## src/sv/cme_pkg.sv

```systemverilog
// Shared types, constants and score function for the clock offset median estimator.
package cme_pkg;

  localparam int WINDOW_SIZE = 8;
  localparam int CNT_W       = $clog2(WINDOW_SIZE + 1);
  localparam int IDX_W       = (WINDOW_SIZE > 1) ? $clog2(WINDOW_SIZE) : 1;

  localparam int TS_W   = 63;
  localparam int OFS_W  = 64;
  localparam int RTT_W  = 32;
  localparam int QUAL_W = 7;

  localparam logic [RTT_W-1:0]  MAX_RTT_RESET = 32'd100000;
  localparam logic [RTT_W-1:0]  RTT_FAST_US   = 32'd5000;
  localparam logic [RTT_W-1:0]  RTT_SLOW_US   = 32'd20000;
  localparam logic [QUAL_W-1:0] SCORE_FAST    = 7'd100;
  localparam logic [QUAL_W-1:0] SCORE_MID     = 7'd50;
  localparam logic [QUAL_W-1:0] SCORE_SLOW    = 7'd10;
  localparam int                SYNC_MIN      = 3;

  typedef enum logic [2:0] {
    ST_IDLE,
    ST_DIFF,
    ST_SUMS,
    ST_JUDGE,
    ST_LOAD,
    ST_RANK,
    ST_SEL,
    ST_EMIT
  } cme_state_t;

  typedef struct packed {
    logic shift;
    logic load;
    logic rank;
  } cell_ctl_t;

  typedef struct packed {
    logic [OFS_W-1:0] value;
    logic [IDX_W-1:0] idx;
  } probe_t;

  // Sample-count score: held * 100 / WINDOW_SIZE, truncated.
  function automatic logic [QUAL_W-1:0] count_score(input logic [CNT_W-1:0] held);
    logic [CNT_W+6:0] prod;
    prod = (CNT_W + 7)'(held) * (CNT_W + 7)'(SCORE_FAST);
    return QUAL_W'(prod / WINDOW_SIZE);
  endfunction

endpackage

```

## src/sv/cme_front.sv

```systemverilog
// Timestamp difference pipeline: round trip, offset sum and timestamp validity.
module cme_front
  import cme_pkg::*;
(
  input  logic             clk,
  input  logic [TS_W-1:0]  t1,
  input  logic [TS_W-1:0]  t2,
  input  logic [TS_W-1:0]  t3,
  input  logic [TS_W-1:0]  t4,
  output logic [OFS_W-1:0] rtt,
  output logic [OFS_W-1:0] sum,
  output logic             ts_ok
);

  logic [OFS_W-1:0] d41_r, d32_r, d21_r, d34_r;
  logic             ok1_r;
  logic [OFS_W-1:0] rtt_r, sum_r;
  logic             ok2_r;

  // Both stages run every cycle; the inputs are held stable while an item is in work.
  always_ff @(posedge clk) begin
    d41_r <= {1'b0, t4} - {1'b0, t1};
    d32_r <= {1'b0, t3} - {1'b0, t2};
    d21_r <= {1'b0, t2} - {1'b0, t1};
    d34_r <= {1'b0, t3} - {1'b0, t4};
    ok1_r <= (t1 != '0) && (t2 != '0) && (t3 != '0);
    rtt_r <= d41_r - d32_r;
    sum_r <= d21_r + d34_r;
    ok2_r <= ok1_r;
  end

  assign rtt   = rtt_r;
  assign sum   = sum_r;
  assign ts_ok = ok2_r;

endmodule

```

## src/sv/cme_cell.sv

```systemverilog
// One cell of the sample row: holds a sample, passes a probe on and counts its rank.
module cme_cell
  import cme_pkg::*;
(
  input  logic             clk,
  input  cell_ctl_t        ctl,
  input  logic [IDX_W-1:0] cell_idx,
  input  logic [CNT_W-1:0] held,
  input  logic [OFS_W-1:0] shift_in,
  input  probe_t           probe_in,
  output logic [OFS_W-1:0] value_out,
  output probe_t           probe_out,
  output logic [CNT_W-1:0] rank_out
);

  logic [OFS_W-1:0] value_r;
  probe_t           probe_r;
  logic [CNT_W-1:0] rank_r;
  logic [CNT_W-1:0] rank_nxt;
  logic             own_valid;
  logic             probe_valid;
  logic             probe_below;

  assign own_valid   = CNT_W'(cell_idx) < held;
  assign probe_valid = CNT_W'(probe_r.idx) < held;

  // Ties are broken by slot index so that every held sample gets a distinct rank.
  assign probe_below = ($signed(probe_r.value) < $signed(value_r)) ||
                       ((probe_r.value == value_r) && (probe_r.idx < cell_idx));

  always_comb begin
    rank_nxt = rank_r;
    if (own_valid && probe_valid && probe_below) begin
      rank_nxt = rank_r + CNT_W'(1);
    end
  end

  always_ff @(posedge clk) begin
    if (ctl.shift) begin
      value_r <= shift_in;
    end
    if (ctl.load) begin
      probe_r.value <= value_r;
      probe_r.idx   <= cell_idx;
      rank_r        <= '0;
    end else if (ctl.rank) begin
      probe_r <= probe_in;
      rank_r  <= rank_nxt;
    end
  end

  assign value_out = value_r;
  assign probe_out = probe_r;
  assign rank_out  = rank_r;

endmodule

```

## src/sv/clock_offset_median_estimator.sv

```systemverilog
// Top level of the clock offset estimator with a median filter over recent samples.
// One exchange is taken at a time. A rejected exchange passes the difference, sum, judge
// and emit states after the request is accepted; an accepted one also passes the load,
// rank and select states; in the ranking pass every stored offset travels once around the
// row of sample cells while each cell counts the samples below its own. The next request
// is taken as soon as the result sits in the output register, even while that result is
// still stalled. The newest offset enters the first cell and the oldest drops out of the
// last, so the row always holds the most recent samples.
module clock_offset_median_estimator
  import cme_pkg::*;
(
  input  logic               clk,
  input  logic               rst_n,
  input  logic               in_valid,
  output logic               in_stall,
  input  logic [TS_W-1:0]    in_master_send_time,
  input  logic [TS_W-1:0]    in_slave_receive_time,
  input  logic [TS_W-1:0]    in_slave_send_time,
  input  logic [TS_W-1:0]    in_master_receive_time,
  output logic               out_valid,
  input  logic               out_stall,
  output logic               out_accepted,
  output logic [OFS_W-1:0]   out_filtered_offset,
  output logic [RTT_W-1:0]   out_last_round_trip,
  output logic [QUAL_W-1:0]  out_sync_quality,
  output logic               out_synced,
  input  logic               cfg_valid,
  output logic               cfg_ready,
  input  logic [RTT_W-1:0]   cfg_max_round_trip_us
);

  cme_state_t       state_r, state_nxt;
  cell_ctl_t        ctl;

  logic [TS_W-1:0]  t1_r, t2_r, t3_r, t4_r;
  logic [RTT_W-1:0] max_rtt_r;

  logic [OFS_W-1:0] rtt, sum;
  logic             ts_ok;
  logic             pass;
  logic [OFS_W-1:0] half;

  logic [CNT_W-1:0]  held_r, held_nxt;
  logic [CNT_W-1:0]  rank_cnt_r;
  logic [OFS_W-1:0]  cur_offset_r;
  logic [RTT_W-1:0]  cur_rtt_r;
  logic [QUAL_W-1:0] cur_quality_r;
  logic              cur_sync_r;
  logic              accepted_r;
  logic [QUAL_W-1:0] rtt_score;
  logic [QUAL_W:0]   score_sum;
  logic [OFS_W-1:0]  median;

  logic              out_valid_r;
  logic              out_accepted_r;
  logic [OFS_W-1:0]  out_offset_r;
  logic [RTT_W-1:0]  out_rtt_r;
  logic [QUAL_W-1:0] out_quality_r;
  logic              out_synced_r;
  logic              out_free;
  logic              in_take;

  logic [OFS_W-1:0]  cell_value [WINDOW_SIZE];
  probe_t            cell_probe [WINDOW_SIZE];
  logic [CNT_W-1:0]  cell_rank  [WINDOW_SIZE];

  assign out_free = !out_valid_r || !out_stall;
  assign in_take  = in_valid && !in_stall;

  // Configuration register; always ready.
  assign cfg_ready = 1'b1;
  always_ff @(posedge clk) begin
    if (!rst_n) begin
      max_rtt_r <= MAX_RTT_RESET;
    end else if (cfg_valid && cfg_ready) begin
      max_rtt_r <= cfg_max_round_trip_us;
    end
  end

  always_ff @(posedge clk) begin
    if (in_take) begin
      t1_r <= in_master_send_time;
      t2_r <= in_slave_receive_time;
      t3_r <= in_slave_send_time;
      t4_r <= in_master_receive_time;
    end
  end

  cme_front u_front (
    .clk   (clk),
    .t1    (t1_r),
    .t2    (t2_r),
    .t3    (t3_r),
    .t4    (t4_r),
    .rtt   (rtt),
    .sum   (sum),
    .ts_ok (ts_ok)
  );

  assign pass = ts_ok && !rtt[OFS_W-1] && (rtt[OFS_W-1:RTT_W] == '0) &&
                (rtt[RTT_W-1:0] <= max_rtt_r);

  // Halving toward zero: add one to a negative sum before the arithmetic shift.
  assign half = OFS_W'($signed(sum + OFS_W'(sum[OFS_W-1])) >>> 1);

  assign held_nxt = (held_r != CNT_W'(WINDOW_SIZE)) ? held_r + CNT_W'(1) : held_r;

  always_comb begin
    if (rtt[RTT_W-1:0] < RTT_FAST_US) begin
      rtt_score = SCORE_FAST;
    end else if (rtt[RTT_W-1:0] < RTT_SLOW_US) begin
      rtt_score = SCORE_MID;
    end else begin
      rtt_score = SCORE_SLOW;
    end
    score_sum = {1'b0, count_score(held_nxt)} + {1'b0, rtt_score};
  end

  genvar gi;
  generate
    for (gi = 0; gi < WINDOW_SIZE; gi++) begin : g_cell
      cme_cell u_cell (
        .clk       (clk),
        .ctl       (ctl),
        .cell_idx  (IDX_W'(gi)),
        .held      (held_r),
        .shift_in  ((gi == 0) ? half : cell_value[(gi + WINDOW_SIZE - 1) % WINDOW_SIZE]),
        .probe_in  (cell_probe[(gi + WINDOW_SIZE - 1) % WINDOW_SIZE]),
        .value_out (cell_value[gi]),
        .probe_out (cell_probe[gi]),
        .rank_out  (cell_rank[gi])
      );
    end
  endgenerate

  // The upper median is the held sample whose rank equals held / 2.
  always_comb begin
    median = cur_offset_r;
    for (int i = 0; i < WINDOW_SIZE; i++) begin
      if ((CNT_W'(i) < held_r) && (cell_rank[i] == (held_r >> 1))) begin
        median = cell_value[i];
      end
    end
  end

  always_ff @(posedge clk) begin
    if (!rst_n) begin
      state_r <= ST_IDLE;
    end else begin
      state_r <= state_nxt;
    end
  end

  always_comb begin
    state_nxt = state_r;
    ctl       = '0;
    in_stall  = 1'b1;
    case (state_r)
      ST_IDLE: begin
        in_stall = 1'b0;
        if (in_valid) begin
          state_nxt = ST_DIFF;
        end
      end
      ST_DIFF: begin
        state_nxt = ST_SUMS;
      end
      ST_SUMS: begin
        state_nxt = ST_JUDGE;
      end
      ST_JUDGE: begin
        if (pass) begin
          ctl.shift = 1'b1;
          state_nxt = ST_LOAD;
        end else begin
          state_nxt = ST_EMIT;
        end
      end
      ST_LOAD: begin
        ctl.load  = 1'b1;
        state_nxt = ST_RANK;
      end
      ST_RANK: begin
        ctl.rank = 1'b1;
        if (rank_cnt_r == CNT_W'(WINDOW_SIZE - 1)) begin
          state_nxt = ST_SEL;
        end
      end
      ST_SEL: begin
        state_nxt = ST_EMIT;
      end
      ST_EMIT: begin
        if (out_free) begin
          state_nxt = ST_IDLE;
        end
      end
      default: begin
        state_nxt = ST_IDLE;
      end
    endcase
  end

  always_ff @(posedge clk) begin
    if (!rst_n) begin
      held_r        <= '0;
      cur_offset_r  <= '0;
      cur_rtt_r     <= '0;
      cur_quality_r <= '0;
      cur_sync_r    <= 1'b0;
      accepted_r    <= 1'b0;
      rank_cnt_r    <= '0;
    end else begin
      case (state_r)
        ST_JUDGE: begin
          accepted_r <= pass;
          if (pass) begin
            held_r        <= held_nxt;
            cur_rtt_r     <= rtt[RTT_W-1:0];
            cur_quality_r <= score_sum[QUAL_W:1];
            cur_sync_r    <= 32'(held_nxt) >= SYNC_MIN;
          end
        end
        ST_LOAD: begin
          rank_cnt_r <= '0;
        end
        ST_RANK: begin
          rank_cnt_r <= rank_cnt_r + CNT_W'(1);
        end
        ST_SEL: begin
          cur_offset_r <= median;
        end
        default: begin
        end
      endcase
    end
  end

  // Output register.
  always_ff @(posedge clk) begin
    if (!rst_n) begin
      out_valid_r <= 1'b0;
    end else if ((state_r == ST_EMIT) && out_free) begin
      out_valid_r <= 1'b1;
    end else if (!out_stall) begin
      out_valid_r <= 1'b0;
    end
  end

  always_ff @(posedge clk) begin
    if ((state_r == ST_EMIT) && out_free) begin
      out_accepted_r <= accepted_r;
      out_offset_r   <= cur_offset_r;
      out_rtt_r      <= cur_rtt_r;
      out_quality_r  <= cur_quality_r;
      out_synced_r   <= cur_sync_r;
    end
  end

  assign out_valid           = out_valid_r;
  assign out_accepted        = out_accepted_r;
  assign out_filtered_offset = out_offset_r;
  assign out_last_round_trip = out_rtt_r;
  assign out_sync_quality    = out_quality_r;
  assign out_synced          = out_synced_r;

endmodule

```

## config.mk

```make
export PLATFORM = sky130hd
export DESIGN_NAME = clock_offset_median_estimator
export DESIGN_NICKNAME = d
export VERILOG_FILES = /design/src/sv/cme_pkg.sv /design/src/sv/cme_front.sv /design/src/sv/cme_cell.sv /design/src/sv/clock_offset_median_estimator.sv
export SDC_FILE = /design/constraint.sdc
export NUM_CORES = 2
export LEC_CHECK = 0
export BUFFER_PORTS_ARGS = -buffer_cell sky130_fd_sc_hd__buf_4
export CAP_MARGIN = 20
export CORE_UTILIZATION = 35
export DETAILED_ROUTE_END_ITERATION = 8
export GPL_TIMING_DRIVEN = 0
export PLACE_DENSITY = 0.55
export SKIP_CTS_REPAIR_TIMING = 1
export SLEW_MARGIN = 20
export SYNTH_ARGS = -nofsm -noshare
export SYNTH_HDL_FRONTEND = slang
export SYNTH_HIERARCHICAL = 1
export SYNTH_SLANG_ARGS = --single-unit
```

## constraint.sdc

```tcl
create_clock -name clk -period 17.1 [get_ports clk]
set_clock_uncertainty 0.1 [all_clocks]
set_input_delay 0.855 -clock clk [delete_from_list [all_inputs] [get_ports clk]]
set_output_delay 0.855 -clock clk [all_outputs]
set_load 0.005 [all_outputs]
```

==> results.txt <==
----------------------------------------------------
[Outcome]
  Run status ... completed

[CTS]
  Post-CTS clock slew at the launch and capture registers of the worst setup and hold paths ... 0.06 ns
  Clk_lat worst skew ... roughly 0.94 ns
  CTS tree ... done
  Root buffer cell ... clkbuf_16
  H-Tree Depth ... 4
  Sinks on the clock net ... 1972
  Deepest clock path buffer count ... 4
  Clock buffer count from CTS ... 225

[Floorplanning]
  Total die area ... around 310000 um2
  Number of cell rows ... 203
  Number of I/O pins ... 397
  Total core area ... 307000 um2
  Overall die width ... around 560 um
  Height of the chip ... 558 um
  Starting Density ... 35.3%

[Critical path]
  Crit-path cells ... ha_1, fa_1, nor2b_1, o2111ai_1, a21oi_1, nor2_1, a21oi_1, a21oi_1, o21ai_0, a21boi_0, o21ai_0, xor2_1
  Worst Setup Start Kind ... register
  Critical-path cell with the highest stage delay ... o21ai_0
  Capturing element type of the critical path ... register
  Slowest Stage Delay on Critical Path ... 0.81 ns
  Crit path arrival time ... 5.90 ns
  Critical path class ... register to register
  Data required, critical path ... 17.73 ns
  Cell mode on critical path ... a21oi_1
  Top fanout value on the critical path ... 4

[Global routing]
  Initial antenna violation count ... 32
  Overall Global Routing Usage ... 23.6%
  Pin count of the biggest net entering global routing ... 90
  Via count of the first global-routing pass ... 79600
  Overflow left after global routing ... 0
  Global-route wire length before repair ... 538000 um

[Placed design]
  Placed instance count ... 14300
  HPWL reported at the end of detailed placement ... 306000 um
  Port Buffer Count ... 394
  Area after DPL ... 118000 um2
  GPL Wtd Cong ... 0.950

[Synth]
  Number of different library cells in the post-synthesis netlist ... around 110
  Netlist area before placement ... 108000 um2
  Top-area cell type share of the netlist area ... about 40%
  Share of synthesized flip-flops with an asynchronous set or reset ... 0%
  Number of synthesized flops with an enable pin ... ~1400
  Number of instances in the synthesized netlist ... 9714
  Portion of the post-synthesis area used by sequential elements ... 49.5%
  Library cell with the largest summed area after synthesis ... edfxtp_1
  Main area contributors after synthesis ... edfxtp_1 39%, ha_1 12%, dfxtp_1 11%
  Mean cell area of the mapped netlist ... 11.1 um2
  Dominant synthesized flop cell ... edfxtp_1
  Yosys synthesis warning count ... 6
  #FFs+latches synth ... between 1500 and 2000

[Cells and area]
  Fraction of layout cells with a size suffix above 1 ... 14.7%
  Count of nets after finishing ... 11800
  Area added between synthesis and finish ... 16.6%
  Final cell count without fillers ... 14900
  Most frequent cells in the layout ... 1405 x edfxtp_1, 996 x ha_1, 971 x inv_1
  Commonest non-fill, non-tap cell in the layout ... edfxtp_1
  Fin area ... 126000 um2

[Power]
  Maximum vdd ir drop ... about 0.12 mV
  Pleak ... between 50 and 60 nW
  Power Total ... approximately 16 mW
  Total power divided by cell area ... 126 nW/um2

[STA]
  Slew at the pin with the worst max-slew slack ... 1.18 ns
  Min Hold Slack ... between 0.03 and 0.04 ns
  Final Cycle Share ... 30.8%
  Final worst path period need ... 5.27 ns
  Max Fclk ... 190 MHz
  Setup Viol. Count Final ... 0
  Setup tns final ... 0 ns
  Number of failing hold endpoints at the final stage ... 0
  Final Max Tran Viols ... 0
  Unrepaired setup endpoints after global routing ... false
  Tightest slew margin relative to the limit ... 20.4%

[Routing]
  First-pass iteration count of the detailed router ... 6
  Routed length per placed instance ... 25.5 um
  Total routed wirelength ... about 380000 um
  Vias post-DR ... 80000
  Drt first-iter violations ... 6482
  Routed vias/inst ... between 5 and 6
  Count of antenna-violating nets left after detailed routing ... 0
  DRC violations left ... 0

[Min path]
  Tightest Hold Check Type ... input pin to register

[Flow run]
  Max Cap Viol ... 0

----------------------------------------------------
[through the flow]
step           setup slack [ns]  utilization, %
6_report                  11.83            41.1
5_1_grt                   11.56            41.1
4_1_cts                   11.47            40.8
3_5_place_dp              11.44            38.4
3_3_place_gp              0.830            38.0
2_1_floorplan              4.77               -
[synth_stat cells (140+ instances only)]
cell,instances
inv_1,971
nand2_1,703
nand4_1,241
ha_1,996
mux2_2,536
edfxtp_1,1405
dfxtp_1,567
nor2_1,365
nand3_1,164
xnor2_1,285
a21o_1,231
xor2_1,163
mux2i_1,140
clkbuf_1,266
a21oi_1,675
o21ai_0,325
[kinds of logic after synthesis]
kind of cell	after synthesis	share of synthesized area, %
compound gates	2164	13.5
simple gates	2130	9.88
flops	1972	49.5
buf+inv	1318	4.90
fa+ha+maj	1004	11.7
mux	676	6.88
xor+xnor	448	3.63
other cells	2	0.00695
[path summary, 6_finish.rpt]
kind                                                start           endpoint  slack [ns]  cells past startpoint
worst max-delay path                              t1_r[0]  u_front/d41_r[60]       11.83                     12
worst min-delay path            in_slave_receive_time[11]           t2_r[11]        0.03                      1
worst max register to register                    t1_r[0]  u_front/d41_r[60]       11.83                     12
worst min register to register              u_front/ok1_r      u_front/ts_ok        0.23                      0
[worst max-delay path: cells and delay by family (launching register included)]
family / cells / cell delay, ns
AO/OA/AOI/OAI: 7 / 2.77
XOR/XNOR: 1 / 0.41
adder cells (fa/ha/maj): 2 / 0.79
flip-flops: 1 / 0.69
AND/OR/NAND/NOR: 2 / 0.32
[registers in the layout, indices dropped and copies added, names as in the netlist, 63 cells and up]
| name | flops |
|---|---|
| g_cell.u_cell/probe_out | 536 |
| g_cell.u_cell/value_out | 512 |
| cur_offset_r | 64 |
| out_filtered_offset | 64 |
| u_front/d21_r | 64 |
| u_front/d32_r | 64 |
| u_front/d34_r | 64 |
| u_front/d41_r | 64 |
| u_front/rtt | 64 |
| u_front/sum | 64 |
| t1_r | 63 |
| t2_r | 63 |
| t3_r | 63 |
| t4_r | 63 |
[per-layer routing]
layer | global-route usage [%] | part of all wire, %
met5 | 0 | 0.0069
met3 | 2.77 | 5.7
met1 | 32.0 | 44
met2 | 38.4 | 46
met4 | 9.12 | 4.3
[cell type report]
cell class	instances	area, um2
well taps	4100	5130
clock buffers	300	6220
diodes	19	47.5
plain buffers	347	1670
inverters	971	3640
fillers	29200	181000
clock inverters	123	1110
flip-flops and latches	1972	53500
multi-input cells	6495	49800
repair buffers	542	4900
[power by group]
| group | internal [mW] | switching [mW] | leakage (nW) | total (mW) |
|---|---|---|---|---|
| clock network | 2.76 | 2.10 | 3.58 | 4.86 |
| registers | 5.73 | 0.517 | 17.7 | 6.25 |
| logic | 1.73 | 3.02 | 29.0 | 4.75 |
(Power assumes the default switching activity.)
